## config.mk

```make
export PLATFORM = sky130hd
export DESIGN_NAME = i2c_master_bit_engine_top
export DESIGN_NICKNAME = d
export VERILOG_FILES = /design/src/hw/rtl/i2cm_pkg.sv /design/src/hw/rtl/i2c_master_bit_engine_top.sv /design/src/hw/rtl/i2cm_fifo.sv /design/src/hw/rtl/i2cm_front.sv /design/src/hw/rtl/i2cm_engine.sv
export SDC_FILE = /design/constraint.sdc
export NUM_CORES = 1
export LEC_CHECK = 0
export ABC_AREA = 1
export BUFFER_PORTS_ARGS = -buffer_cell sky130_fd_sc_hd__buf_4
export CAP_MARGIN = 0
export CORE_MARGIN = 4
export CORE_UTILIZATION = 35
export CTS_CLUSTER_DIAMETER = 50
export CTS_CLUSTER_SIZE = 14
export DETAILED_ROUTE_END_ITERATION = 7
export GPL_ROUTABILITY_DRIVEN = 0
export GPL_TIMING_DRIVEN = 0
export PLACE_DENSITY_LB_ADDON = 0.08
export SLEW_MARGIN = 20
export SYNTH_ARGS = -nofsm -noshare
export SYNTH_HDL_FRONTEND = slang
export SYNTH_HIERARCHICAL = 1
export SYNTH_SLANG_ARGS = --single-unit
```

## constraint.sdc

```tcl
create_clock -name i_clk -period 4 [get_ports i_clk]
set_input_delay 0.6 -clock i_clk [delete_from_list [all_inputs] [get_ports i_clk]]
set_output_delay 0.6 -clock i_clk [all_outputs]
set_load 0.05 [all_outputs]
```

## src/hw/rtl/i2cm_pkg.sv

```systemverilog
// ============================================================================
// i2cm_pkg
// Shared types and constants for the I2C master bit engine.
// ============================================================================
`default_nettype none

package i2cm_pkg;

    // Queue depth between the front, the engine and the result port
    localparam int I2CM_QUEUE_DEPTH = 2;

    // Configuration port
    localparam int CFG_IDX_W  = 2;
    localparam int CFG_DATA_W = 10;
    localparam logic [CFG_IDX_W-1:0] CFG_HALF_PERIOD = 2'd0;
    localparam logic [CFG_IDX_W-1:0] CFG_ACK_TIMEOUT = 2'd1;

    localparam logic [7:0] HALF_PERIOD_RESET = 8'd2;
    localparam logic [9:0] ACK_TIMEOUT_RESET = 10'd250;

    // Raw opcodes on the input port
    localparam logic [2:0] OP_START = 3'd1;
    localparam logic [2:0] OP_STOP  = 3'd2;
    localparam logic [2:0] OP_WRITE = 3'd3;
    localparam logic [2:0] OP_WAIT  = 3'd4;
    localparam logic [2:0] OP_READ  = 3'd5;

    // Classified command
    typedef enum logic [2:0] {
        CMD_NONE     = 3'd0,
        CMD_START    = 3'd1,
        CMD_STOP     = 3'd2,
        CMD_WRITE    = 3'd3,
        CMD_WAIT_ACK = 3'd4,
        CMD_READ     = 3'd5
    } t_cmd;

    // Bus phases
    localparam logic [4:0] PHASE_FIN   = 5'd31;
    localparam logic [4:0] PHASE_POLL  = 5'd2;
    localparam logic [4:0] PHASE_STOP0 = 5'd3;
    localparam logic [4:0] PHASE_ACKB  = 5'd16;

    localparam logic [4:0] NPH_START = 5'd2;
    localparam logic [4:0] NPH_STOP  = 5'd3;
    localparam logic [4:0] NPH_WRITE = 5'd16;
    localparam logic [4:0] NPH_WAIT  = 5'd6;
    localparam logic [4:0] NPH_READ  = 5'd18;

    typedef struct packed {
        logic scl;
        logic sda;
        logic drv;
    } t_pins;

    localparam t_pins PINS_IDLE = '{scl: 1'b1, sda: 1'b1, drv: 1'b1};

    // Item handed from the front to the engine
    typedef struct packed {
        t_cmd       cmd;
        logic [7:0] data_byte;
        logic       send_ack;
        logic       sda_sample;
    } t_in_item;

    // One result per tick
    typedef struct packed {
        logic       scl_level;
        logic       sda_level;
        logic       sda_drive;
        logic       busy_res;
        logic       done_res;
        logic [7:0] read_data;
        logic       ack_received;
        logic       ack_timed_out;
    } t_result;

endpackage

`default_nettype wire

```

## src/hw/rtl/i2c_master_bit_engine_top.sv

```systemverilog
// ============================================================================
// i2c_master_bit_engine_top
// I2C master bit engine: one bus tick per item, one result per tick.
// ============================================================================
//
//  channel   | handshake            | payload
//  ----------+----------------------+-------------------------------------------
//  tick in   | push / full          | i_opcode, i_data_byte, i_send_ack,
//            |                      | i_sda_sample
//  result    | empty / pop          | o_scl_level, o_sda_level, o_sda_drive,
//            |                      | o_busy_res, o_done_res, o_read_data,
//            |                      | o_ack_received, o_ack_timed_out
//  config    | i_cfg_we             | i_cfg_idx, i_cfg_data
//
//  One tick per clock sustained while the result queue is not full.
//  A transferred tick is held in the input queue, is stepped into the result
//  queue by the sequencer and can then be popped from there.
//  Synchronous reset empties both queues and returns the bus to idle.
//  full rises when the input queue holds DEPTH ticks; the sequencer halts
//  while the result queue is full and steps again on the cycle after a pop
//  frees a slot.
// ============================================================================
`default_nettype none

module i2c_master_bit_engine_top #(
    parameter int DEPTH = i2cm_pkg::I2CM_QUEUE_DEPTH
) (
    input  wire logic                             i_clk,
    input  wire logic                             i_rst_n,
    // configuration
    input  wire logic                             i_cfg_we,
    input  wire logic [i2cm_pkg::CFG_IDX_W-1:0]   i_cfg_idx,
    input  wire logic [i2cm_pkg::CFG_DATA_W-1:0]  i_cfg_data,
    // ticks
    input  wire logic                             push,
    output logic                                  full,
    input  wire logic [2:0]                       i_opcode,
    input  wire logic [7:0]                       i_data_byte,
    input  wire logic                             i_send_ack,
    input  wire logic                             i_sda_sample,
    // results
    output logic                                  empty,
    input  wire logic                             pop,
    output logic                                  o_scl_level,
    output logic                                  o_sda_level,
    output logic                                  o_sda_drive,
    output logic                                  o_busy_res,
    output logic                                  o_done_res,
    output logic [7:0]                            o_read_data,
    output logic                                  o_ack_received,
    output logic                                  o_ack_timed_out
);

    import i2cm_pkg::*;

    t_in_item item;
    t_result  res;
    logic     avail, take;

    i2cm_front #(
        .DEPTH (DEPTH)
    ) u_front (
        .i_clk        (i_clk),
        .i_rst_n      (i_rst_n),
        .i_push       (push),
        .o_full       (full),
        .i_opcode     (i_opcode),
        .i_data_byte  (i_data_byte),
        .i_send_ack   (i_send_ack),
        .i_sda_sample (i_sda_sample),
        .o_avail      (avail),
        .i_take       (take),
        .o_item       (item)
    );

    i2cm_engine #(
        .DEPTH (DEPTH)
    ) u_engine (
        .i_clk      (i_clk),
        .i_rst_n    (i_rst_n),
        .i_cfg_we   (i_cfg_we),
        .i_cfg_idx  (i_cfg_idx),
        .i_cfg_data (i_cfg_data),
        .i_avail    (avail),
        .i_item     (item),
        .o_take     (take),
        .i_pop      (pop),
        .o_empty    (empty),
        .o_res      (res)
    );

    assign o_scl_level     = res.scl_level;
    assign o_sda_level     = res.sda_level;
    assign o_sda_drive     = res.sda_drive;
    assign o_busy_res      = res.busy_res;
    assign o_done_res      = res.done_res;
    assign o_read_data     = res.read_data;
    assign o_ack_received  = res.ack_received;
    assign o_ack_timed_out = res.ack_timed_out;

endmodule

`default_nettype wire

```

## src/hw/rtl/i2cm_fifo.sv

```systemverilog
// ============================================================================
// i2cm_fifo
// Small show-ahead queue used between the front, the engine and the port.
// ============================================================================
`default_nettype none

module i2cm_fifo #(
    parameter int DEPTH = i2cm_pkg::I2CM_QUEUE_DEPTH,
    parameter int WIDTH = 8
) (
    input  wire logic             i_clk,
    input  wire logic             i_rst_n,
    input  wire logic             i_push,
    input  wire logic [WIDTH-1:0] i_data,
    output logic                  o_full,
    input  wire logic             i_pop,
    output logic                  o_empty,
    output logic      [WIDTH-1:0] o_data
);

    localparam int PTR_W = (DEPTH > 1) ? $clog2(DEPTH) : 1;
    localparam int CNT_W = $clog2(DEPTH + 1);
    localparam logic [PTR_W-1:0] PTR_LAST = PTR_W'(DEPTH - 1);
    localparam logic [CNT_W-1:0] CNT_FULL = CNT_W'(DEPTH);

    logic [WIDTH-1:0] r_mem [DEPTH];
    logic [PTR_W-1:0] r_wr_ptr, r_rd_ptr;
    logic [CNT_W-1:0] r_count;
    logic             do_push, do_pop;

    assign o_full  = (r_count == CNT_FULL);
    assign o_empty = (r_count == '0);
    assign o_data  = r_mem[r_rd_ptr];
    assign do_push = i_push && !o_full;
    assign do_pop  = i_pop && !o_empty;

    // storage
    always_ff @(posedge i_clk) begin
        if (do_push) begin
            r_mem[r_wr_ptr] <= i_data;
        end
    end

    // pointers and fill count
    always_ff @(posedge i_clk) begin
        if (!i_rst_n) begin
            r_wr_ptr <= '0;
            r_rd_ptr <= '0;
            r_count  <= '0;
        end else begin
            if (do_push) begin
                r_wr_ptr <= (r_wr_ptr == PTR_LAST) ? '0 : r_wr_ptr + 1'b1;
            end
            if (do_pop) begin
                r_rd_ptr <= (r_rd_ptr == PTR_LAST) ? '0 : r_rd_ptr + 1'b1;
            end
            case ({do_push, do_pop})
                2'b10:   r_count <= r_count + 1'b1;
                2'b01:   r_count <= r_count - 1'b1;
                default: r_count <= r_count;
            endcase
        end
    end

endmodule

`default_nettype wire

```

## src/hw/rtl/i2cm_front.sv

```systemverilog
// ============================================================================
// i2cm_front
// Accepts ticks, classifies the opcode and queues the item for the engine.
// ============================================================================
`default_nettype none

module i2cm_front #(
    parameter int DEPTH = i2cm_pkg::I2CM_QUEUE_DEPTH
) (
    input  wire logic                i_clk,
    input  wire logic                i_rst_n,
    input  wire logic                i_push,
    output logic                     o_full,
    input  wire logic [2:0]          i_opcode,
    input  wire logic [7:0]          i_data_byte,
    input  wire logic                i_send_ack,
    input  wire logic                i_sda_sample,
    output logic                     o_avail,
    input  wire logic                i_take,
    output i2cm_pkg::t_in_item       o_item
);

    import i2cm_pkg::*;

    t_in_item item_in;
    t_cmd     cmd;
    logic     q_empty;

    // opcode decode; unused codes are plain ticks
    always_comb begin
        case (i_opcode)
            OP_START: cmd = CMD_START;
            OP_STOP:  cmd = CMD_STOP;
            OP_WRITE: cmd = CMD_WRITE;
            OP_WAIT:  cmd = CMD_WAIT_ACK;
            OP_READ:  cmd = CMD_READ;
            default:  cmd = CMD_NONE;
        endcase
        item_in.cmd        = cmd;
        item_in.data_byte  = i_data_byte;
        item_in.send_ack   = i_send_ack;
        item_in.sda_sample = i_sda_sample;
    end

    i2cm_fifo #(
        .DEPTH (DEPTH),
        .WIDTH ($bits(t_in_item))
    ) u_in_q (
        .i_clk   (i_clk),
        .i_rst_n (i_rst_n),
        .i_push  (i_push),
        .i_data  (item_in),
        .o_full  (o_full),
        .i_pop   (i_take),
        .o_empty (q_empty),
        .o_data  (o_item)
    );

    assign o_avail = !q_empty;

endmodule

`default_nettype wire

```

## src/hw/rtl/i2cm_engine.sv

```systemverilog
// ============================================================================
// i2cm_engine
// Bus sequencer: advances one tick per queued item and queues the result.
// ============================================================================
`default_nettype none

module i2cm_engine #(
    parameter int DEPTH = i2cm_pkg::I2CM_QUEUE_DEPTH
) (
    input  wire logic                               i_clk,
    input  wire logic                               i_rst_n,
    input  wire logic                               i_cfg_we,
    input  wire logic [i2cm_pkg::CFG_IDX_W-1:0]     i_cfg_idx,
    input  wire logic [i2cm_pkg::CFG_DATA_W-1:0]    i_cfg_data,
    input  wire logic                               i_avail,
    input  wire i2cm_pkg::t_in_item                 i_item,
    output logic                                    o_take,
    input  wire logic                               i_pop,
    output logic                                    o_empty,
    output i2cm_pkg::t_result                       o_res
);

    import i2cm_pkg::*;

    // SCL/SDA pattern of the stop sequence
    function automatic t_pins stop_pins(input logic [4:0] s);
        t_pins pv;
        pv.drv = 1'b1;
        pv.scl = (s != 5'd0);
        pv.sda = (s != 5'd0) && (s != 5'd1);
        return pv;
    endfunction

    function automatic logic [4:0] phase_limit(input t_cmd c);
        logic [4:0] n;
        case (c)
            CMD_START:    n = NPH_START;
            CMD_STOP:     n = NPH_STOP;
            CMD_WRITE:    n = NPH_WRITE;
            CMD_WAIT_ACK: n = NPH_WAIT;
            default:      n = NPH_READ;
        endcase
        return n;
    endfunction

    // pins shown from the first tick of phase p
    function automatic t_pins enter_pins(input t_cmd c, input logic [4:0] p,
                                         input logic [7:0] sh, input logic ackc,
                                         input logic tmo, input t_pins cur);
        t_pins pv;
        logic [2:0] bc;
        pv = cur;
        bc = p[3:1];
        if (p == PHASE_FIN) begin
            if (!(c == CMD_STOP || (c == CMD_WAIT_ACK && tmo))) begin
                pv.scl = 1'b0;
            end
        end else begin
            case (c)
                CMD_START: begin
                    pv = '{scl: 1'b1, sda: (p == 5'd0), drv: 1'b1};
                end
                CMD_STOP: begin
                    pv = stop_pins(p);
                end
                CMD_WRITE: begin
                    pv = '{scl: p[0], sda: sh[~bc], drv: 1'b1};
                end
                CMD_WAIT_ACK: begin
                    if (p >= PHASE_STOP0) begin
                        pv = stop_pins(p - PHASE_STOP0);
                    end else begin
                        pv = '{scl: (p != 5'd0), sda: 1'b1, drv: 1'b0};
                    end
                end
                CMD_READ: begin
                    if (p < PHASE_ACKB) begin
                        pv = '{scl: p[0], sda: 1'b1, drv: 1'b0};
                    end else begin
                        pv = '{scl: p[0], sda: !ackc, drv: 1'b1};
                    end
                end
                default: pv = cur;
            endcase
        end
        return pv;
    endfunction

    // configuration and sequencer state
    logic [7:0] r_half;
    logic [9:0] r_poll_lim;
    t_cmd       r_cmd,       n_cmd;
    logic [4:0] r_phase,     n_phase;
    logic [7:0] r_shift,     n_shift;
    logic [7:0] r_tick,      n_tick;
    logic [9:0] r_poll,      n_poll;
    logic       r_ack_choice, n_ack_choice;
    t_pins      r_pins,      n_pins;
    logic [7:0] r_read,      n_read;
    logic       r_ack_rx,    n_ack_rx;
    logic       r_ack_tmo,   n_ack_tmo;

    logic       step, out_full;
    logic [7:0] half_eff;
    logic [8:0] tick_inc;
    logic [4:0] next_ph;
    t_pins      shown;
    logic       done;
    t_result    res;

    assign step     = i_avail && !out_full;
    assign o_take   = step;
    assign half_eff = (r_half == 8'd0) ? 8'd1 : r_half;

    // one tick of the sequencer
    always_comb begin
        n_cmd        = r_cmd;
        n_phase      = r_phase;
        n_shift      = r_shift;
        n_tick       = r_tick;
        n_poll       = r_poll;
        n_ack_choice = r_ack_choice;
        n_pins       = r_pins;
        n_read       = r_read;
        n_ack_rx     = r_ack_rx;
        n_ack_tmo    = r_ack_tmo;
        done         = 1'b0;
        tick_inc     = '0;
        next_ph      = '0;

        // command launch while idle
        if (r_cmd == CMD_NONE && i_item.cmd != CMD_NONE) begin
            n_cmd  = i_item.cmd;
            n_poll = '0;
            if (i_item.cmd == CMD_WRITE) begin
                n_shift = i_item.data_byte;
            end
            if (i_item.cmd == CMD_READ) begin
                n_shift      = '0;
                n_ack_choice = i_item.send_ack;
            end
            if (i_item.cmd == CMD_WAIT_ACK) begin
                n_ack_rx  = 1'b0;
                n_ack_tmo = 1'b0;
            end
            n_phase = '0;
            n_tick  = '0;
            n_pins  = enter_pins(n_cmd, 5'd0, n_shift, n_ack_choice, n_ack_tmo, r_pins);
        end
        shown = n_pins;

        // phase advance
        if (n_cmd != CMD_NONE) begin
            if (n_phase == PHASE_FIN) begin
                if (n_cmd == CMD_READ) begin
                    n_read = n_shift;
                end
                done    = 1'b1;
                n_cmd   = CMD_NONE;
                n_phase = '0;
            end else if (n_cmd == CMD_WAIT_ACK && n_phase == PHASE_POLL) begin
                if (!i_item.sda_sample) begin
                    n_ack_rx = 1'b1;
                    n_phase  = PHASE_FIN;
                    n_tick   = '0;
                    n_pins   = enter_pins(n_cmd, PHASE_FIN, n_shift, n_ack_choice,
                                          n_ack_tmo, n_pins);
                end else if (n_poll >= r_poll_lim) begin
                    n_ack_tmo = 1'b1;
                    n_phase   = PHASE_STOP0;
                    n_tick    = '0;
                    n_pins    = enter_pins(n_cmd, PHASE_STOP0, n_shift, n_ack_choice,
                                           n_ack_tmo, n_pins);
                end else begin
                    n_poll = n_poll + 10'd1;
                end
            end else begin
                tick_inc = {1'b0, n_tick} + 9'd1;
                n_tick   = tick_inc[7:0];
                if (tick_inc >= {1'b0, half_eff}) begin
                    // read samples on the last tick of each high phase
                    if (n_cmd == CMD_READ && n_phase < PHASE_ACKB && n_phase[0]) begin
                        n_shift = {n_shift[6:0], i_item.sda_sample};
                    end
                    next_ph = n_phase + 5'd1;
                    n_phase = (next_ph >= phase_limit(n_cmd)) ? PHASE_FIN : next_ph;
                    n_tick  = '0;
                    n_pins  = enter_pins(n_cmd, n_phase, n_shift, n_ack_choice,
                                         n_ack_tmo, n_pins);
                end
            end
        end

        res.scl_level     = shown.scl;
        res.sda_level     = shown.sda;
        res.sda_drive     = shown.drv;
        res.busy_res      = (n_cmd != CMD_NONE);
        res.done_res      = done;
        res.read_data     = n_read;
        res.ack_received  = n_ack_rx;
        res.ack_timed_out = n_ack_tmo;
    end

    // state registers and configuration writes
    always_ff @(posedge i_clk) begin
        if (!i_rst_n) begin
            r_half       <= HALF_PERIOD_RESET;
            r_poll_lim   <= ACK_TIMEOUT_RESET;
            r_cmd        <= CMD_NONE;
            r_phase      <= '0;
            r_shift      <= '0;
            r_tick       <= '0;
            r_poll       <= '0;
            r_ack_choice <= 1'b0;
            r_pins       <= PINS_IDLE;
            r_read       <= '0;
            r_ack_rx     <= 1'b0;
            r_ack_tmo    <= 1'b0;
        end else begin
            if (i_cfg_we && i_cfg_idx == CFG_HALF_PERIOD) begin
                r_half <= i_cfg_data[7:0];
            end
            if (i_cfg_we && i_cfg_idx == CFG_ACK_TIMEOUT) begin
                r_poll_lim <= i_cfg_data[9:0];
            end
            if (step) begin
                r_cmd        <= n_cmd;
                r_phase      <= n_phase;
                r_shift      <= n_shift;
                r_tick       <= n_tick;
                r_poll       <= n_poll;
                r_ack_choice <= n_ack_choice;
                r_pins       <= n_pins;
                r_read       <= n_read;
                r_ack_rx     <= n_ack_rx;
                r_ack_tmo    <= n_ack_tmo;
            end
        end
    end

    // result queue toward the port
    i2cm_fifo #(
        .DEPTH (DEPTH),
        .WIDTH ($bits(t_result))
    ) u_out_q (
        .i_clk   (i_clk),
        .i_rst_n (i_rst_n),
        .i_push  (step),
        .i_data  (res),
        .o_full  (out_full),
        .i_pop   (i_pop),
        .o_empty (o_empty),
        .o_data  (o_res)
    );

endmodule

`default_nettype wire

```

# Word level (Yosys, flattened, before mapping)

Memories as Yosys holds them, arrays and structs flattened. A register that Yosys moved wholly into a read port is not among the register bits.
Index checks and enable logic that the tools add are counted.
W data, S select, Z words.

Reduce and logical (&&, ||, !) cells: 34
Order comparisons: 7
Mux-type cells: 94
Add/sub/neg operators: 12
Bitwise gates (word level): 1
Equal/unequal tests: 27

Operators with widths:

| cell                    | number |
|---|---|
| $mux W8                 | 23 |
| $mux W10                | 6 |
| $mux W5                 | 12 |
| $pmux W3 S5             | 3 |
| $mux W3                 | 11 |
| $mux W1                 | 32 |
| $pmux W5 S4             | 1 |
| $eq A3 B2 Y1 const B    | 6 |
| $eq A3 B3 Y1 const B    | 6 |
| $logic_and A1 B1 Y1     | 14 |
| $pmux W3 S4             | 1 |
| $add A10 B1 Y10 const B | 1 |
| $eq A5 B5 Y1 const B    | 2 |
| $ge A10 B10 Y1          | 1 |
| $lt A5 B5 Y1 const B    | 2 |
| $ne A5 B1 Y1 const B    | 2 |
| $reduce_bool A5 Y1      | 2 |
| $add A8 B1 Y9 const B   | 1 |
| $eq A3 B1 Y1 const B    | 3 |
| $ge A9 B8 Y1            | 1 |
| $reduce_bool A3 Y1      | 3 |
| $eq A2 B2 Y1 const B    | 4 |
| $logic_not A8 Y1        | 1 |
| $pmux W2 S2             | 2 |
| other kinds (20)        | 35 |

RAM bits: 56
Word-level logic and storage cells: 197
Output and inout port bits: 17
Register bits: 74
Input port bits: 30
Memories kept: 2

Memory list:

| memory                 | words | bits a word | rd ports | clocked after memory_dff | wr ports | line            | RTL |
|---|---|---|---|---|---|---|---|
| u_engine.u_out_q.r_mem | 2     | 15          | 1        | 1                        | 1        | i2cm_fifo.sv:26 | `logic [WIDTH-1:0] r_mem [DEPTH];` |
| u_front.u_in_q.r_mem   | 2     | 13          | 1        | 1                        | 1        | i2cm_fifo.sv:26 |  |

# Longest topological paths before layout

Word-level depth: 21
Gate-level depth with buffers: 30
Mapped depth without buffers: 28

# Cells and area by module

Netlist, hierarchy kept.

By module, submodules not included:

| module                        | area each (um2) | cells an instance | times used |
|---|---|---|---|
| i2cm_engine                   | 4793.3          | 755               | 1 |
| i2cm_fifo at u_engine.u_out_q | 1387.6          | 87                | 1 |
| i2cm_fifo at u_front.u_in_q   | 1202.4          | 80                | 1 |
| i2cm_front                    | 27.5            | 7                 | 1 |

# Worst setup path before layout

No wires, ideal clock.

Kind: reg-to-reg
Start point: reg with a tool-made name
End point: reg u_engine.r_tick[1]
Path slack: 112 ps
Cell stages (with the launch flop): 29
Arrival time: 3830 ps
Clock period less this slack: 3888 ps
Setup time: 58 ps
Path through: dfxtp_1 > buf_6 > mux2_2 > nor2_2 > nand2_1 > nand2_4 > inv_2 > buf_6 > clkbuf_1 > nor2_1 > ha_1 > nand3_2 > xor2_1 > ha_1 > nand2_1 > inv_1 > nand3_1 > nor2_1 > nor3_1 > o21ai_0 > nand2_1 > nand2_1 > nor2_1 > nand2_2 > inv_2 > a21oi_1 > o31ai_1 > o211ai_1 > inv_1

RTL lines:

| item                 | line               | RTL |
|---|---|---|
| to (signal assigned) | i2cm_engine.sv:230 | `r_tick <= n_tick;` |
| to (decl)            | i2cm_engine.sv:95  | `logic [7:0] r_tick, n_tick;` |

==> summary.md <==
| Metric | Value |
|---|---|
| Status | `complete, no violations` |
| Tcrit/Tclk final | `between 90 and 100%` |
| Highest Signal Layer | `met4` |
| Maxcap violations | `0` |
| Worst path slowest cell | `dfxtp_4` |
| DRC violations left | `0` |
| Worst Setup Start Kind | `flip-flop` |
| CP Class | `flip-flop to flip-flop` |
| RSZ-0062 raised after global routing | `yes` |
| Combinational power share | `between 60% and 70%` |
| Syn-to-layout area delta | `27.0%` |
| Max transition margin | `29.5%` |
| Syn_area_per_cell | `between 7 and 8 um^2` |
| Min Hold Slack | `~360 ps` |
| Worst path arrival time | `4320 ps` |
| Top-area cell type share of the netlist area | `a little under a quarter` |
| Internal Power | `0.00476 W` |
| Die X | `roughly 150 um` |
| Clock sink count | `approximately 130` |
| Net count, final | `approximately 1100` |
| Post-synthesis cell type count | `45` |
| Starting Density | `a little over a third` |
| Synth Register Bits | `132` |
| Netlist Area Pre-Place | `approximately 7400 um^2` |
| Clock Power Share | `17.3%` |
| Min-delay worst type | `primary input to flip-flop` |
| Sw frac | `between 40 and 50%` |
| Sequential-to-total area share from yosys stat | `43.2%` |
| Worst reg2reg path endpoint | `u_engine/r_shift[5]` |
| Hold Violations, Final | `0` |
| Layout cell share with drive strength beyond 1 | `between 20% and 30%` |
| Clk Latency, worst-skew pair | `between 400 and 500 ps` |
| CP endpoint kind | `flip-flop` |
| Root buf cell | `clkbuf_16` |
| Placed cells | `~1200` |
| Most common cell in the synthesized netlist | `nand2_1` |
| Post-route cell area | `about 9400 um^2` |
| Post-Syn Instances | `929` |
| Core ar. | `20600 um^2` |
| Worst min-delay path endpoint | `u_front/u_in_q/r_mem[0][6]` |
| Most used DFF post-synth | `dfxtp_1` |
| Hold depth | `1` |
| First-pass GRT wire length | `roughly 31000 um` |
| Sequential Power Share | `between 20% and 30%` |
| DR iter-0 viols | `around 450` |
| Post-synth EDFFs | `56` |
| CP most frequent cell | `buf_12` |
| Initial antenna violation count | `0` |
| Per-cell routed wire length | `roughly 15 um` |
| Share of async-settable or async-resettable flops after synthesis | `0%` |
| Largest area contributor in the synthesized netlist | `edfxtp_1` |
| Area after DPL | `between 8000 and 9000 um^2` |
| Hold_sp | `i_data_byte[4]` |
| Routed vias/inst | `about 5` |
| Met3 Routed Length | `959 um` |
| CTS Buffer Depth | `2` |
| DP HPWL | `approximately 15000 um` |
| Largest net degree at the start of global routing | `17` |
| Routed vias | `around 6500` |
| IO Port Bufs | `46` |
| Final Non-Filler Cells | `~1300` |
| Die Y | `154 um` |
| H-Tree Depth | `4` |
| Pwr dens | `a little under 1000 nW/um^2` |
| Crit-path max cell delay | `350 ps` |
| Synth Net Count | `just under 1000` |
| Worst reg2reg path depth | `26` |
| Final setup skew | `between 10 and 15 ps` |
| Final Critical Period | `~4000 ps` |
| TritonCTS buffer count | `17` |
| CP Max Fanout | `8` |
| Antenna Nets Post-Route | `0` |
| Total power draw | `between 0.009 and 0.01 W` |
| Top post-synthesis cells by area | `edfxtp_1, dfxtp_1, nand2_1` |
| Number of global-route vias before repair | `approximately 5800` |
| Worst-margin pin slew | `1050 ps` |
| Setup_tns | `0 ps` |
| Pleak | `approximately 4.1 nW` |
| Overall Global Routing Usage | `~17%` |
| CTS tree | `built` |
| Fin. max-slew vios | `0` |
| Peak supply drop | `just over 0.4 mV` |
| Full die area | `23600 um^2` |
| R2r setup slk | `about 26 ps` |
| I/O pins | `47` |
| Data required, critical path | `around 4400 ps` |
| Psw | `between 0.004 and 0.005 W` |
| Yosys warnings | `6` |
| Fmax | `roughly 250 MHz` |
| Ant. Diodes | `0` |
| Final setup fails | `0` |
| Commonest cells in the netlist | `nand2_1, inv_1, nor2_1, dfxtp_1, a21oi_1` |
| Site row count | `52` |
| Met1 Routed Length | `about 10000 um` |
| Overflow after GRT | `0` |
| WL met2 | `around 8800 um` |
| WL final | `20200 um` |
| Detailed Routing Iterations Pass 1 | `5` |
| Clock slew seen by the registers of the worst setup and hold paths | `60 ps` |
## layer usage
layer | up-vias | track usage [%]
met3 | 22 | 3.26
li1 | 3314 | -
met2 | 148 | 24.5
met1 | 2978 | 24.9
met4 | 0 | 4.75
met5 | - | 0
## through the flow
step,util (%),worst slack (ps)
floorplan,-,112
finish,45.8,26.0
CTS,43.7,9.46
global route,45.8,-211
detailed placement,39.4,-795
global placement,39.4,-849
## state kept, by name (all words and copies together) (netlist names), 5 cells and up, named ones only
signal and count:
u_engine/u_out_q/r_mem 30, u_front/u_in_q/r_mem 26, u_engine/r_poll 10, u_engine/r_poll_lim 10, u_engine/r_half 8, u_engine/r_read 8, u_engine/r_shift 8, u_engine/r_tick 8
u_engine/r_phase 5
## cell usage in the layout (no fill, tap or decap), drive strengths merged, types with 19 or more instances in the layout
cell      n
a21oi    66
buf      83
clkbuf   34
dfxtp    76
edfxtp   56
ha       29
inv     153
mux2     28
nand2   181
nand3    56
nor2    112
o211ai   19
o21ai    77
## how the worst max path moves through the flow
stage	start	endpoint	depth (start not counted)
2_1_floorplan	flip-flop	u_engine/r_tick[1]	28
3_3_place_gp	flip-flop	u_engine/r_phase[2]	26
3_5_place_dp	flip-flop	u_engine/r_tick[5]	28
4_1_cts	flip-flop	u_engine/r_pins[1]	30
5_1_grt	flip-flop	u_engine/r_pins[1]	29
6_report	flip-flop	u_engine/r_shift[5]	26
## final cells by class
cell class	instances	area, um^2
Buffer	24	179
Clock buffer	18	439
Clock inverter	14	166
Fill cell	2104	11100
Inverter	148	573
Multi-Input combinational cell	625	3910
Sequential cell	132	3210
Tap cell	270	338
Timing Repair Buffer	75	604
## what timing repair did
action / in CTS / in global routing
hold buffers: 0 / 0
endpoints found under the setup margin: 30 / 54
gates resized for setup: 42 / 77
buffers inserted: 11 / 18
pin swaps: 10 / 45
## power by group through the flow
stage          clock network (W)  logic (W)  registers, W
3_3_place_gp                   0    0.00449       0.00200
6_report                 0.00159    0.00564       0.00198
2_1_floorplan                  0    0.00326       0.00197
3_5_place_dp                   0    0.00448       0.00200
4_1_cts                  0.00163    0.00496       0.00198
5_1_grt                  0.00169    0.00613       0.00201
## critical path: cells and delay by family (launching register included)
kind	cells	cell delay, ps
buf+inv	7	800
mux	1	330
simple gates	14	1590
flops	1	350
compound gates	2	280
fa+ha+maj	1	320
xor+xnor	1	210
## logic make-up after synthesis
kind of cell	share of synthesized area, %
and+or+nand+nor	23.1
AOI/OAI and AO/OA	13.9
buffers and inverters	9.32
DFF	43.2
adders and majority gates	4.90
muxes	4.76
xor gates and xnor gates	0.709
Note: power is estimated with default switching activity, not from simulation.
